### src/hw/rtl/ccbm_pkg.sv
`default_nettype none

package ccbm_pkg;

  // Defaults for the top-level parameters
  localparam int unsigned ALPHABET_SIZE_DEF = 256;
  localparam int unsigned SPAN_BITS_DEF     = 16;

  // Function codes of an input word
  localparam logic [1:0] FUNC_CLEAR = 2'd0;
  localparam logic [1:0] FUNC_SPEC  = 2'd1;
  localparam logic [1:0] FUNC_QUERY = 2'd2;

  // Characters with a meaning in the class spec
  localparam logic [7:0] CH_CARET  = 8'h5E;
  localparam logic [7:0] CH_DASH   = 8'h2D;
  localparam logic [7:0] CH_BSLASH = 8'h5C;
  localparam logic [7:0] CH_LOW_N  = 8'h6E;
  localparam logic [7:0] CH_LOW_T  = 8'h74;
  localparam logic [7:0] CH_LOW_R  = 8'h72;
  localparam logic [7:0] CH_LF     = 8'h0A;
  localparam logic [7:0] CH_TAB    = 8'h09;
  localparam logic [7:0] CH_CR     = 8'h0D;

  typedef struct packed {
    logic [1:0] func;
    logic [7:0] data_byte;
    logic       last;
  } in_word_t;

  typedef struct packed {
    logic        member;
    logic        all_in_set;
    logic        any_in_set;
    logic [15:0] span_length;
    logic [8:0]  member_count;
  } out_word_t;

  typedef enum logic [2:0] {
    ST_CLEAR,
    ST_IDLE,
    ST_QUERY,
    ST_ADD_RD,
    ST_ADD_WR,
    ST_NEGATE,
    ST_FINISH
  } ccbm_state_e;

endpackage

`default_nettype wire

### src/hw/rtl/ccbm_ram.sv
`default_nettype none

module ccbm_ram #(
  parameter int unsigned WIDTH = 1,
  parameter int unsigned DEPTH = 256
) (
  input  wire logic                     clk_i,
  input  wire logic                     we_i,
  input  wire logic [$clog2(DEPTH)-1:0] waddr_i,
  input  wire logic [WIDTH-1:0]         wdata_i,
  input  wire logic [$clog2(DEPTH)-1:0] raddr_i,
  output logic      [WIDTH-1:0]         rdata_o
);

  logic [WIDTH-1:0] mem_q [DEPTH];
  logic [WIDTH-1:0] rdata_q;

  // Write one entry, read one entry into the output register
  always_ff @(posedge clk_i) begin
    if (we_i) begin
      mem_q[waddr_i] <= wdata_i;
    end
    rdata_q <= mem_q[raddr_i];
  end

  assign rdata_o = rdata_q;

endmodule

`default_nettype wire

### src/hw/rtl/char_class_builder_matcher.sv
`default_nettype none

// Channel | Direction | Handshake               | Word
// --------+-----------+-------------------------+-------------------------
// in      | input     | in_valid_i / in_ready_o | in_word_i  (in_word_t)
// out     | output    | out_valid_o / out_ready_i | out_word_o (out_word_t)
//
// Query word: one bitmap RAM read, then the result update.
// Spec word: a read-modify-write on the bitmap RAM for each byte added (a
// range x-y with x <= y adds every byte from x to y), plus a negate step when
// the spec negates; the negation itself is a polarity flip, not a sweep.
// Clear word: a sweep of zeros through the whole bitmap; after reset a
// clearing pass runs before the first word is taken.
// A finished result waits in the output register; the next word is taken
// meanwhile and its own result holds back until that register is free.
module char_class_builder_matcher #(
  parameter int unsigned ALPHABET_SIZE = ccbm_pkg::ALPHABET_SIZE_DEF,
  parameter int unsigned SPAN_BITS     = ccbm_pkg::SPAN_BITS_DEF
) (
  input  wire logic                clk_i,
  input  wire logic                rst_ni,
  input  wire logic                in_valid_i,
  output logic                     in_ready_o,
  input  wire ccbm_pkg::in_word_t  in_word_i,
  output logic                     out_valid_o,
  input  wire logic                out_ready_i,
  output ccbm_pkg::out_word_t      out_word_o
);

  import ccbm_pkg::*;

  localparam int unsigned AW = $clog2(ALPHABET_SIZE);
  localparam int unsigned CW = $clog2(ALPHABET_SIZE + 1);
  localparam logic [8:0]  ALPHA_LIM = 9'(ALPHABET_SIZE);
  localparam logic [AW-1:0] LAST_IDX = AW'(ALPHABET_SIZE - 1);
  localparam logic [CW-1:0] FULL_CNT = CW'(ALPHABET_SIZE);

  ccbm_state_e state_q, state_d;

  logic [7:0]           addr_q, addr_d;
  logic [7:0]           hi_q, hi_d;
  logic [7:0]           s1_q, s1_d;
  logic                 s1_en_q, s1_en_d;
  logic                 neg_q, neg_d;
  logic                 last_q, last_d;
  logic                 inv_q, inv_d;
  logic [CW-1:0]        cnt_q, cnt_d;
  logic [AW-1:0]        clr_q, clr_d;
  logic                 clr_resp_q, clr_resp_d;
  logic [7:0]           pend_byte_q, pend_byte_d;
  logic                 pend_valid_q, pend_valid_d;
  logic                 esc_q, esc_d;
  logic                 rng_q, rng_d;
  logic                 negf_q, negf_d;
  logic                 spec_empty_q, spec_empty_d;
  logic                 spec_start_q, spec_start_d;
  logic                 span_run_q, span_run_d;
  logic [SPAN_BITS-1:0] span_cnt_q, span_cnt_d;
  logic                 any_q, any_d;
  logic                 out_valid_q, out_valid_d;
  out_word_t            out_q, out_d;

  logic          ram_we;
  logic [AW-1:0] ram_waddr;
  logic          ram_wdata;
  logic [AW-1:0] ram_raddr;
  logic          ram_rdata;

  logic       out_free;
  logic       in_rng;
  logic       eff_bit;
  logic       q_member;
  logic       q_run;
  logic       q_any;
  logic [SPAN_BITS-1:0] q_span;
  logic [7:0] b;
  logic [7:0] esc_v;
  logic       add0_en;
  logic [7:0] add0_lo;
  logic [7:0] add0_hi;
  logic       end_a_en;
  logic       end_b_en;

  ccbm_ram #(
    .WIDTH (1),
    .DEPTH (ALPHABET_SIZE)
  ) u_bitmap (
    .clk_i   (clk_i),
    .we_i    (ram_we),
    .waddr_i (ram_waddr),
    .wdata_i (ram_wdata),
    .raddr_i (ram_raddr),
    .rdata_o (ram_rdata)
  );

  assign in_ready_o  = (state_q == ST_IDLE);
  assign out_valid_o = out_valid_q;
  assign out_word_o  = out_q;
  assign out_free    = !out_valid_q || out_ready_i;
  assign b           = in_word_i.data_byte;
  assign in_rng      = ({1'b0, addr_q} < ALPHA_LIM);
  assign eff_bit     = ram_rdata ^ inv_q;
  assign ram_raddr   = (state_q == ST_IDLE) ? b[AW-1:0] : addr_q[AW-1:0];
  assign ram_waddr   = (state_q == ST_CLEAR) ? clr_q : addr_q[AW-1:0];

  // Escape translation of a spec byte
  always_comb begin
    case (b)
      CH_LOW_N: esc_v = CH_LF;
      CH_LOW_T: esc_v = CH_TAB;
      CH_LOW_R: esc_v = CH_CR;
      default:  esc_v = b;
    endcase
  end

  // Running query results for the byte at addr_q
  always_comb begin
    q_member = (addr_q != 8'd0) && in_rng && eff_bit;
    q_run    = span_run_q && q_member;
    q_any    = any_q || q_member;
    q_span   = span_cnt_q;
    if (q_member && span_run_q && (span_cnt_q != {SPAN_BITS{1'b1}})) begin
      q_span = span_cnt_q + SPAN_BITS'(1);
    end
  end

  // Sequencer: next state, bitmap access and result loading
  always_comb begin
    state_d      = state_q;
    addr_d       = addr_q;
    hi_d         = hi_q;
    s1_d         = s1_q;
    s1_en_d      = s1_en_q;
    neg_d        = neg_q;
    last_d       = last_q;
    inv_d        = inv_q;
    cnt_d        = cnt_q;
    clr_d        = clr_q;
    clr_resp_d   = clr_resp_q;
    pend_byte_d  = pend_byte_q;
    pend_valid_d = pend_valid_q;
    esc_d        = esc_q;
    rng_d        = rng_q;
    negf_d       = negf_q;
    spec_empty_d = spec_empty_q;
    spec_start_d = spec_start_q;
    span_run_d   = span_run_q;
    span_cnt_d   = span_cnt_q;
    any_d        = any_q;
    out_d        = out_q;
    out_valid_d  = out_valid_q && !out_ready_i;
    ram_we       = 1'b0;
    ram_wdata    = 1'b0;
    add0_en      = 1'b0;
    add0_lo      = 8'd0;
    add0_hi      = 8'd0;
    end_a_en     = 1'b0;
    end_b_en     = 1'b0;

    case (state_q)
      // Sweep zeros through the bitmap
      ST_CLEAR: begin
        ram_we    = 1'b1;
        ram_wdata = 1'b0;
        if (clr_q == LAST_IDX) begin
          state_d    = clr_resp_q ? ST_FINISH : ST_IDLE;
          clr_resp_d = 1'b0;
        end else begin
          clr_d = clr_q + AW'(1);
        end
      end

      ST_IDLE: begin
        if (in_valid_i) begin
          case (in_word_i.func)
            FUNC_CLEAR: begin
              state_d      = ST_CLEAR;
              clr_d        = '0;
              clr_resp_d   = 1'b1;
              inv_d        = 1'b0;
              cnt_d        = '0;
              pend_byte_d  = 8'd0;
              pend_valid_d = 1'b0;
              esc_d        = 1'b0;
              rng_d        = 1'b0;
              negf_d       = 1'b0;
              spec_empty_d = 1'b1;
              spec_start_d = 1'b1;
              span_run_d   = 1'b1;
              span_cnt_d   = '0;
              any_d        = 1'b0;
            end

            FUNC_SPEC: begin
              spec_start_d = 1'b0;
              if (rng_q) begin
                rng_d        = 1'b0;
                pend_valid_d = 1'b0;
                if (pend_byte_q <= b) begin
                  add0_en = 1'b1;
                  add0_lo = pend_byte_q;
                  add0_hi = b;
                end
              end else if (esc_q) begin
                esc_d = 1'b0;
                if (!esc_v[7]) begin
                  add0_en = 1'b1;
                  add0_lo = esc_v;
                  add0_hi = esc_v;
                end
              end else if (spec_start_q && spec_empty_q && (b == CH_CARET)) begin
                negf_d = 1'b1;
              end else if (b == CH_BSLASH) begin
                esc_d = 1'b1;
              end else if ((b == CH_DASH) && pend_valid_q) begin
                rng_d = 1'b1;
              end else begin
                if (pend_valid_q) begin
                  add0_en = 1'b1;
                  add0_lo = pend_byte_q;
                  add0_hi = pend_byte_q;
                end
                pend_byte_d  = b;
                pend_valid_d = 1'b1;
              end

              // Spec end: flush the pending byte, a dangling dash, then negate
              neg_d = 1'b0;
              if (in_word_i.last) begin
                end_a_en     = rng_d || pend_valid_d;
                end_b_en     = rng_d;
                neg_d        = negf_d;
                pend_valid_d = 1'b0;
                rng_d        = 1'b0;
                esc_d        = 1'b0;
                negf_d       = 1'b0;
                spec_start_d = 1'b1;
              end

              s1_d    = CH_DASH;
              s1_en_d = end_b_en;
              if (!add0_en && end_a_en) begin
                add0_en = 1'b1;
                add0_lo = pend_byte_d;
                add0_hi = pend_byte_d;
              end else if (end_a_en) begin
                s1_d    = pend_byte_d;
                s1_en_d = 1'b1;
              end

              addr_d = add0_lo;
              hi_d   = add0_hi;
              if (add0_en) begin
                state_d = ST_ADD_RD;
              end else if (neg_d) begin
                state_d = ST_NEGATE;
              end else begin
                state_d = ST_FINISH;
              end
            end

            FUNC_QUERY: begin
              addr_d  = b;
              last_d  = in_word_i.last;
              state_d = ST_QUERY;
            end

            default: begin
              state_d = ST_FINISH;
            end
          endcase
        end
      end

      // Update the running query results and hand out the word
      ST_QUERY: begin
        if (out_free) begin
          out_valid_d        = 1'b1;
          out_d.member       = q_member;
          out_d.all_in_set   = q_run;
          out_d.any_in_set   = q_any;
          out_d.span_length  = 16'(q_span);
          out_d.member_count = 9'(cnt_q);
          if (last_q) begin
            span_run_d = 1'b1;
            span_cnt_d = '0;
            any_d      = 1'b0;
          end else begin
            span_run_d = q_run;
            span_cnt_d = q_span;
            any_d      = q_any;
          end
          state_d = ST_IDLE;
        end
      end

      // Wait for the bitmap read
      ST_ADD_RD: begin
        state_d = ST_ADD_WR;
      end

      // Set the bit if it is clear, then advance along the range
      ST_ADD_WR: begin
        if (in_rng) begin
          spec_empty_d = 1'b0;
          if (!eff_bit) begin
            ram_we    = 1'b1;
            ram_wdata = ~inv_q;
            cnt_d     = cnt_q + CW'(1);
          end
        end
        if (addr_q != hi_q) begin
          addr_d  = addr_q + 8'd1;
          state_d = ST_ADD_RD;
        end else if (s1_en_q) begin
          addr_d  = s1_q;
          hi_d    = s1_q;
          s1_en_d = 1'b0;
          state_d = ST_ADD_RD;
        end else if (neg_q) begin
          state_d = ST_NEGATE;
        end else begin
          state_d = ST_FINISH;
        end
      end

      // Flip the bitmap polarity
      ST_NEGATE: begin
        inv_d   = ~inv_q;
        cnt_d   = FULL_CNT - cnt_q;
        neg_d   = 1'b0;
        state_d = ST_FINISH;
      end

      ST_FINISH: begin
        if (out_free) begin
          out_valid_d        = 1'b1;
          out_d.member       = 1'b0;
          out_d.all_in_set   = 1'b0;
          out_d.any_in_set   = 1'b0;
          out_d.span_length  = 16'd0;
          out_d.member_count = 9'(cnt_q);
          state_d            = ST_IDLE;
        end
      end

      default: begin
        state_d = ST_IDLE;
      end
    endcase
  end

  // Hold the state registers
  always_ff @(posedge clk_i or negedge rst_ni) begin
    if (!rst_ni) begin
      state_q      <= ST_CLEAR;
      addr_q       <= 8'd0;
      hi_q         <= 8'd0;
      s1_q         <= 8'd0;
      s1_en_q      <= 1'b0;
      neg_q        <= 1'b0;
      last_q       <= 1'b0;
      inv_q        <= 1'b0;
      cnt_q        <= '0;
      clr_q        <= '0;
      clr_resp_q   <= 1'b0;
      pend_byte_q  <= 8'd0;
      pend_valid_q <= 1'b0;
      esc_q        <= 1'b0;
      rng_q        <= 1'b0;
      negf_q       <= 1'b0;
      spec_empty_q <= 1'b1;
      spec_start_q <= 1'b1;
      span_run_q   <= 1'b1;
      span_cnt_q   <= '0;
      any_q        <= 1'b0;
      out_valid_q  <= 1'b0;
      out_q        <= '0;
    end else begin
      state_q      <= state_d;
      addr_q       <= addr_d;
      hi_q         <= hi_d;
      s1_q         <= s1_d;
      s1_en_q      <= s1_en_d;
      neg_q        <= neg_d;
      last_q       <= last_d;
      inv_q        <= inv_d;
      cnt_q        <= cnt_d;
      clr_q        <= clr_d;
      clr_resp_q   <= clr_resp_d;
      pend_byte_q  <= pend_byte_d;
      pend_valid_q <= pend_valid_d;
      esc_q        <= esc_d;
      rng_q        <= rng_d;
      negf_q       <= negf_d;
      spec_empty_q <= spec_empty_d;
      spec_start_q <= spec_start_d;
      span_run_q   <= span_run_d;
      span_cnt_q   <= span_cnt_d;
      any_q        <= any_d;
      out_valid_q  <= out_valid_d;
      out_q        <= out_d;
    end
  end

endmodule

`default_nettype wire

### config.mk
export PLATFORM = sky130hd
export DESIGN_NAME = char_class_builder_matcher
export DESIGN_NICKNAME = d
export VERILOG_FILES = /design/src/hw/rtl/ccbm_pkg.sv /design/src/hw/rtl/ccbm_ram.sv /design/src/hw/rtl/char_class_builder_matcher.sv
export SDC_FILE = /design/constraint.sdc
export NUM_CORES = 1
export LEC_CHECK = 0
export ABC_AREA = 1
export BUFFER_PORTS_ARGS = -buffer_cell sky130_fd_sc_hd__buf_2
export CAP_MARGIN = 20
export CORE_MARGIN = 5
export CORE_UTILIZATION = 55
export DETAILED_ROUTE_END_ITERATION = 10
export GPL_TIMING_DRIVEN = 0
export PLACE_DENSITY = 0.82
export SLEW_MARGIN = 20
export SYNTH_ARGS = -nofsm -noshare
export SYNTH_HDL_FRONTEND = slang
export SYNTH_SLANG_ARGS = --single-unit
export TNS_END_PERCENT = 30
### constraint.sdc
create_clock -name clk_i -period 25.7 [get_ports clk_i]
set_input_delay 5.14 -clock clk_i [delete_from_list [all_inputs] [get_ports clk_i]]
set_output_delay 5.14 -clock clk_i [all_outputs]
set_load 0.005 [all_outputs]
Word-level counts from Yosys, hierarchy flattened
Memory sizes are Yosys's and may differ from the RTL's. A register that Yosys moved wholly into a read port is not among the register bits.
Cells that the tools add are included.
{"block": "op_classes", "bitwise_logic": 2, "n_mux": 148, "shift": 0, "magnitude_cmp": 1, "reduce_logical": 41, "n_mul": 0, "eq_ne": 31, "n_div": 0, "addsub": 5}
{"op": "$mux 8", "n": 29}
{"op": "$mux 16", "n": 5}
{"op": "$pmux 8 s2", "n": 5}
{"op": "$mux 1", "n": 75}
{"op": "$mux 28", "n": 2}
{"op": "$pmux 28 s2", "n": 1}
{"op": "$eq 8x7->1 const B", "n": 5}
{"op": "$pmux 16 s2", "n": 1}
{"op": "$reduce_and 4->1", "n": 7}
{"op": "$mux 9", "n": 3}
{"op": "$pmux 9 s3", "n": 1}
{"op": "$pmux 1 s2", "n": 13}
{"op": "$pmux 8 s3", "n": 1}
{"op": "$reduce_and 3->1", "n": 8}
{"op": "$mux 3", "n": 7}
{"op": "$pmux 3 s6", "n": 1}
{"op": "$add 16x1->16 const B", "n": 1}
{"op": "$add 8x1->8 const B", "n": 2}
{"op": "$ne 16x16->1 const B", "n": 1}
{"op": "$ne 2x2->1 const B", "n": 7}
{"op": "$reduce_bool 2->1", "n": 6}
{"op": "$add 9x1->9 const B", "n": 1}
{"op": "$eq 3x3->1 const B", "n": 3}
{"op": "$pmux 3 s3", "n": 1}
{"op": "other kinds (25)", "n": 42}
{"block": "totals", "input_bits": 15, "mem_bits_rw": 256, "latch_bits": 0, "mem_count": 1, "mem_bits_ro": 0, "out_inout_bits": 30, "reg_bits": 110}
{"name": "u_bitmap.mem_q", "depth": 256, "width": 1, "rd": 1, "rd_ports_with_merged_regs": 1, "wr": 1, "line_no": "ccbm_ram.sv:15", "rtl": "logic [WIDTH-1:0] mem_q [DEPTH];"}

Longest topological paths before layout
Gate-level depths: netlist of the first run.
{"block": "logic_depth", "depth_word": 24, "mapped_depth": 17, "ltp_nobuf": 16}

By module
A second synthesis of the first run with hierarchy kept.
{"block": "unflattened", "hier_cells": 2169, "area_unflattened_um2": 18771.8}
{"module": "ccbm_ram", "cells_each": 1184, "area_per_inst_um2": 11717.5, "instances": 1, "seq_area_each_um2": 7707.4}
{"module": "char_class_builder_matcher", "cells_each": 985, "area_per_inst_um2": 7054.3, "instances": 1, "seq_area_each_um2": 2756.4}

Least setup slack after synthesis of the first run
No wires, ideal clock.
{"block": "synth_timing", "kind": "flip-flop to flip-flop", "start": "register state_q[0]", "end": "memory u_bitmap.mem_q[0] (data pin)", "n_path_buf": 2, "t_arrival_ns": 6.938, "path_slack_ns": 17.374, "period_less_slack_ns": 8.326, "stages_incl_launch_ff": 8, "t_required_ns": 24.311, "path_cell_list": "dfrtp_1 buf_6 nor2_4 inv_4 nor2_4 inv_2 buf_2 nor2_1"}
{"block": "synth_via", "elab_chain_len": 2}
{"item": "start: declaration", "line_no": "char_class_builder_matcher.sv:38", "rtl": "ccbm_state_e state_q, state_d;"}
{"item": "start signal: assignment", "line_no": "char_class_builder_matcher.sv:380", "rtl": "state_q <= state_d;"}
{"item": "$eq 3x3->1", "line_no": "char_class_builder_matcher.sv:160", "rtl": "case (state_q)"}
{"item": "$mux 1", "line_no": "char_class_builder_matcher.sv:160"}
{"item": "net ram_wdata", "line_no": "char_class_builder_matcher.sv:65", "rtl": "logic ram_wdata;"}
{"item": "end: declaration", "line_no": "ccbm_ram.sv:15"}
The timed path passes the listed nets, and every way through them passes these cells.

Worst setup path after layout of the first run
{"block": "layout_timing", "start": "input port in_word_i[2] (netlist bit)", "end": "register u_bitmap.rdata_q, in the netlist u_bitmap.rdata_o, read port of u_bitmap.mem_q"}
{"block": "layout_via", "elab_chain_len": 1}
{"item": "start: declaration", "line_no": "char_class_builder_matcher.sv:24", "rtl": "input wire ccbm_pkg::in_word_t in_word_i,"}
{"item": "$mux 8", "line_no": "char_class_builder_matcher.sv:103", "rtl": "assign ram_raddr = (state_q == ST_IDLE) ? b[AW-1:0] : addr_q[AW-1:0];"}
{"item": "end: declaration", "line_no": "ccbm_ram.sv:16", "rtl": "logic [WIDTH-1:0] rdata_q;"}
Every way passes these cells.
A chain may end at the register's enable or synchronous reset.

==> impl_metrics.yaml, run 1 <==
floorplan:
  ios: 45
  fp.dieH_microns: 197.7
  coreArea_sq_um: 34630
  start_util_pct: 55.98
  die_area_sq_um: 39100
  row_count: 68
  fp.dieW_microns: 197.7
critical_path:
  timing_worst_setup_path_type: "input pin to flop"
  endpoint_kind: "flop"
  cp_common_cell: "nand3_1"
  critPathSlowestCell: "clkbuf_1"
  critical_path.top_delay_family: "buffers and inverters"
  worstPathMaxFanout: 10
  cp.required_ps: 26150
  cp.arrival_ps: 7690
  cpPeakStageDelay_ps: 690
  crit_chain: "buf_2, inv_2, o21ai_4, clkbuf_1, nand2_1, nand3_1, nand3_1, nand3_1, nand3_1, nand3_1, nand3_1, nand2_1"
  critPathLaunchType: "input pin"
  path_buf_inv: 3
grt:
  grt_pass1_wl_microns: 90170
  grt_pass1_vias: 16638
  grt_usage_pct: 29.39
  antenna_found_initial: 1
  grt_max_degree: 80
  grt_overflow: 0
clock_network:
  clock_latency_ps: 560
  post_cts_buffers: 0
  cts_buffers: 41
  clk_pin_slew_ps: 60
  cts_tree: "built"
  holdBufCountCts: 0
  htree_num_levels: 2
  root_buffer: "clkbuf_16"
  clockBufferDepth: 3
  cts_resized: 0
  clock_sinks: 367
sta:
  fin_setup_tns_ps: 0
  tightestPinTransition_ps: 1189
  finalCritPeriodShare_pct: 28.16
  fmax_ghz: 0.1382
  fin_skew_ps: 19.40
  rsz0062_at_grt: "no"
  hold_viol_final: 0
  period_needed_ps: 7238
  setup_viol: 0
  relSlewSlack_pct: 19.88
  holdWs_ps: 478.2
  slew_violations: 0
detailed_routing:
  wire_per_inst_microns: 20.18
  ant_nets: 0
  first_iter_violations: 2189
  drc: 1
  avgViaCountPerCell: 5.929
  vias: 17028
  dr.pass1.iters: 9
  drt-total-wl_microns: 57960
final_layout:
  final_nets: 2415
  postLayoutCoreUtil_pct: 62.90
  syn_to_final_growth_pct: 12.36
  antenna_cells: 0
  drive_gt1_share_pct: 11.21
  fin_area_sq_um: 21780
yosys:
  netlist_instances: 2291
  synth_adder_area_share_pct: 0.9682
  muxShareOfSynthArea_pct: 0
  synth_top_area_share_pct: 39.66
  synth_top_family_by_area: "simple AND/OR/NAND/NOR gates"
  synthArstFlopShare_pct: 29.97
  yosysMostFrequentCell: "nand2_1"
  synthTopCellsByArea: "edfxtp_1, dfrtp_1, nand2_1"
  yosysWarnings: 0
  synth-xor-area-share_pct: 1.175
  synth-seq-cells: 367
  synth-edff-count: 256
  yosys.area_share.simple_pct: 28.41
  synth_cell_type_count: 53
  yosysTopAreaCell: "edfxtp_1"
  synth_fp_nets: 2321
  synth_flop_cell: "edfxtp_1"
  syn_avg_cell_area_sq_um: 8.461
  syn_area_sq_um: 19380
  seq_area_frac_synth_pct: 53.98
  synth_common_cells: "nand2_1, nor2_1, nand3_1"
  synth-compound-area-share_pct: 6.752
placement:
  dp_hpwl_microns: 39240
  portBuffers: 43
  place_area_sq_um: 20390
  routabilityCongestion: 1.000
hold_path:
  hold_class: "flop to flop"
pwr:
  leakage_nw: 9.174
  powerDensity_nw_per_um2: 125.6
  p_total_mw: 2.735
  ir_drop_v: 0.00007537
status:
  violations: "DRC"
  outcome: "finished with violations"
flow_run:
  maxCapViolCount: 0
-- per-layer routing --
metal,vias to the layer above,global-route usage [%],wire (microns)
met5,-,0,13
met4,2,15.48,3664
met3,277,6.040,6460
met2,1102,47.40,26600
met1,7977,37.65,21210
li1,7670,-,-
-- cells by family (layout without fill, tap and decap cells) --
kind of cell | after synthesis | in the layout
xor+xnor | 26 | 26
buf+inv | 397 | 523
fa+ha+maj | 15 | 15
simple gates | 1265 | 1265
flops | 367 | 367
compound gates | 221 | 221
-- state kept, by name, indices dropped and copies added, names as in the netlist, 3 cells and up --
| register | cells |
|---|---|
| addr_q | 8 |
| clr_q | 8 |
| cnt_q | 9 |
| hi_q | 8 |
| out_word_o | 28 |
| pend_byte_q | 8 |
| s1_q | 8 |
| span_cnt_q | 16 |
| state_q | 3 |
| u_bitmap.mem_q | 256 |
-- power by group --
part           switching (mW)  total (mW)  internal [mW]  leakage [nW]
combinational           0.991        1.36          0.371          4.67
sequential             0.0491       0.764          0.714          3.84
clock                   0.245       0.610          0.365         0.672
-- worst register-to-register path, cell delays in order, from the launching register on --
cell	delay, ps
dfrtp_1	410
inv_2	200
nand3_4	210
o21ai_2	380
clkbuf_1	800
nand3_1	160
nand3_1	170
nand3_1	90
nand3_1	180
nand3_1	100
nand3_1	120
nand2_1	140
-- final timing paths --
path | startpoint | end | slack (ps) | cells after the start
worst max-delay path | in_word_i[2] | u_bitmap.rdata_o | 18460 | 12
worst min-delay path | out_word_o[18] | out_word_o[18] | 480 | 2
worst max register to register | state_q[1] | u_bitmap.rdata_o | 22560 | 11
worst min register to register | out_word_o[18] | out_word_o[18] | 480 | 2
max in group asynchronous | rst_ni | spec_empty_q | 20510 | 2
min in group asynchronous | rst_ni | out_word_o[10] | 4470 | 1
-- metrics by stage --
stage / setup slack, ps / std cells
after CTS: 18670 / 2872
after global placement: 13310 / 2789
after floorplan: 17370 / 2291
after global routing: 18420 / 2872
after detailed placement: 18110 / 2797
final: 18460 / 2872
-- final cells by class --
type | instances | area [sq um]
Timing Repair Buffer | 51 | 434.2
Tap cell | 455 | 569.3
Fill cell | 2871 | 12850
Sequential cell | 367 | 10460
Buffer | 110 | 604.3
Multi-Input combinational cell | 1527 | 7238
Clock inverter | 21 | 237.7
Clock buffer | 54 | 1147
Inverter | 287 | 1085
-- layout by cell type, fill, tap and decap left out, drive strengths merged --
| master | n |
|---|---|
| a21boi | 2 |
| nor2 | 362 |
| a31oi | 8 |
| buf | 125 |
| o22ai | 22 |
| xor2 | 26 |
| dfxtp | 1 |
| and2 | 1 |
| nor4 | 5 |
| a21oi | 40 |
| a22oi | 3 |
| a32o | 1 |
| o21bai | 1 |
| a211oi | 5 |
| o32ai | 1 |
| o21ai | 128 |
| nor3 | 35 |
| a311oi | 1 |
| ha | 15 |
| clkbuf | 90 |
| o2111ai | 1 |
| dfstp | 3 |
| nand3 | 273 |
| clkinv | 13 |
| dfrtp | 107 |
| edfxtp | 256 |
| nand2 | 557 |
| nand4 | 15 |
| o211ai | 2 |
| nand3b | 13 |
| clkinvlp | 2 |
| inv | 288 |
| or2 | 4 |
| bufinv | 5 |
| o31ai | 2 |
| o21a | 3 |
| o221ai | 1 |
No activity file was read; power rests on OpenSTA's default activity.
==> run 2: changes to the inputs <==
==> constraint.sdc (replaced) <==
create_clock -name clk_i -period 6.7 [get_ports clk_i]
set_input_delay 1.34 -clock clk_i [delete_from_list [all_inputs] [get_ports clk_i]]
set_output_delay 1.34 -clock clk_i [all_outputs]
set_load 0.005 [all_outputs]
==> impl_metrics.yaml, run 2 (same netlist as run 1, synthesis figures left out) <==
clock_network:
  cts_buffers: 40
  holdBufCountCts: 0
  clk_pin_slew_ps: 60
  htree_num_levels: 2
  post_cts_buffers: 0
  root_buffer: "clkbuf_16"
  cts_tree: "built"
  clock_latency_ps: 540
  cts_resized: 0
  clockBufferDepth: 3
  clock_sinks: 367
final_layout:
  syn_to_final_growth_pct: 12.29
  fin_area_sq_um: 21770
  drive_gt1_share_pct: 11.22
  mostFrequentLayoutCell: "nand2_1"
  mostFrequentLayoutCells: "nand2_1, nor2_1, nand3_1, inv_1, edfxtp_1"
  final_nets: 2413
  largest-register: "u_bitmap.mem_q"
  postLayoutCoreUtil_pct: 62.86
  largest_register_ffs: 256
  antenna_cells: 0
floorplan:
  die_area_sq_um: 39100
  fp.dieH_microns: 197.7
  fp.dieW_microns: 197.7
  start_util_pct: 55.98
  ios: 45
  coreArea_sq_um: 34630
  row_count: 68
placement:
  portBuffers: 43
  dp_hpwl_microns: 39300
  dp_slack_ps: 2904
  routabilityCongestion: 0.9682
  place_area_sq_um: 20350
hold_path:
  min_path_cells: 2
  hold_class: "flop to flop"
sta:
  fin_setup_tns_ps: 0
  fin_ws_ps: 3254
  fin_skew_ps: 21.86
  rsz0062_at_grt: "no"
  relSlewSlack_pct: 20.46
  period_needed_ps: 3446
  slew_violations: 0
  tightestPinTransition_ps: 1181
  finalCritPeriodShare_pct: 51.44
  fmax_ghz: 0.2902
  holdWs_ps: 478.6
  setup_viol: 0
  hold_viol_final: 0
detailed_routing:
  drc: 0
  vias: 16905
  first_iter_violations: 2031
  dr.pass1.iters: 6
  wire_per_inst_microns: 20.14
  avgViaCountPerCell: 5.890
  ant_nets: 0
  drt-total-wl_microns: 57810
critical_path:
  r2r_end: "u_bitmap.rdata_o"
  timing_worst_setup_path_type: "input pin to flop"
  cp.required_ps: 7140
  rrSetupSlack_ps: 3500
  endpoint_kind: "flop"
  regToRegStartpoint: "state_q[1]"
  cp.arrival_ps: 3890
  critPathCapture: "u_bitmap.rdata_o"
  critPathLaunch: "in_word_i[2]"
  worstPathMaxFanout: 10
  critPathLaunchType: "input pin"
  r2r_cells: 11
pwr:
  leakage_nw: 9.171
  ir_drop_v: 0.0002936
  powerDensity_nw_per_um2: 482.9
status:
  outcome: "completed"
grt:
  grt_pass1_wl_microns: 89630
  grt_max_degree: 71
  grt_overflow: 0
  grt_pass1_vias: 16795
  grt_usage_pct: 29.17
  antenna_found_initial: 0
flow_run:
  maxCapViolCount: 0
## run 2: worst min-delay path by stage
stage	startpoint	end	slack (ps)
detailed placement	out_word_o[18]	out_word_o[18]	470
CTS	out_word_o[19]	out_word_o[19]	490
floorplan	inv_q	inv_q	460
finish	out_word_o[19]	out_word_o[19]	480
global route	out_word_o[19]	out_word_o[19]	500
global placement	out_word_o[17]	out_word_o[17]	470
## run 2: cell type report
cell class	count	area (sq um)
Timing Repair Buffer	50	391.6
Sequential cell	367	10460
Inverter	287	1085
Tap cell	455	569.3
Multi-Input combinational cell	1527	7238
Clock inverter	21	266.5
Fill cell	2826	12860
Buffer	110	604.3
Clock buffer	53	1147
## run 2: critical path: stages
cell and delay (ps):
buf_2 230, inv_2 170, o21ai_4 390, clkbuf_1 690
nand2_1 170, nand3_1 120, nand3_1 100, nand3_1 100
nand3_1 100, nand3_1 180, nand3_1 90, nand2_1 190
## run 2: through the flow
stage	instances	total power, mW
after floorplan	2291	6.189
after global placement	2789	7.772
after detailed placement	2796	7.931
after CTS	2870	10.32
after global routing	2870	10.97
final	2870	10.51
## run 2: power by group
| part | switching (mW) | total, mW | internal, mW |
|---|---|---|---|
| clock | 0.926 | 2.37 | 1.44 |
| combinational | 3.80 | 5.21 | 1.41 |
| sequential | 0.193 | 2.93 | 2.74 |
| total | 4.92 | 10.5 | 5.59 |
## run 2: metal layers
layer | vias up | wire (microns) | global-route usage (%)
met5 | - | 0 | 0
met1 | 7887 | 20840 | 36.26
li1 | 7671 | - | -
met3 | 268 | 6511 | 6.534
met4 | 0 | 3367 | 14.66
met2 | 1079 | 27090 | 48.20
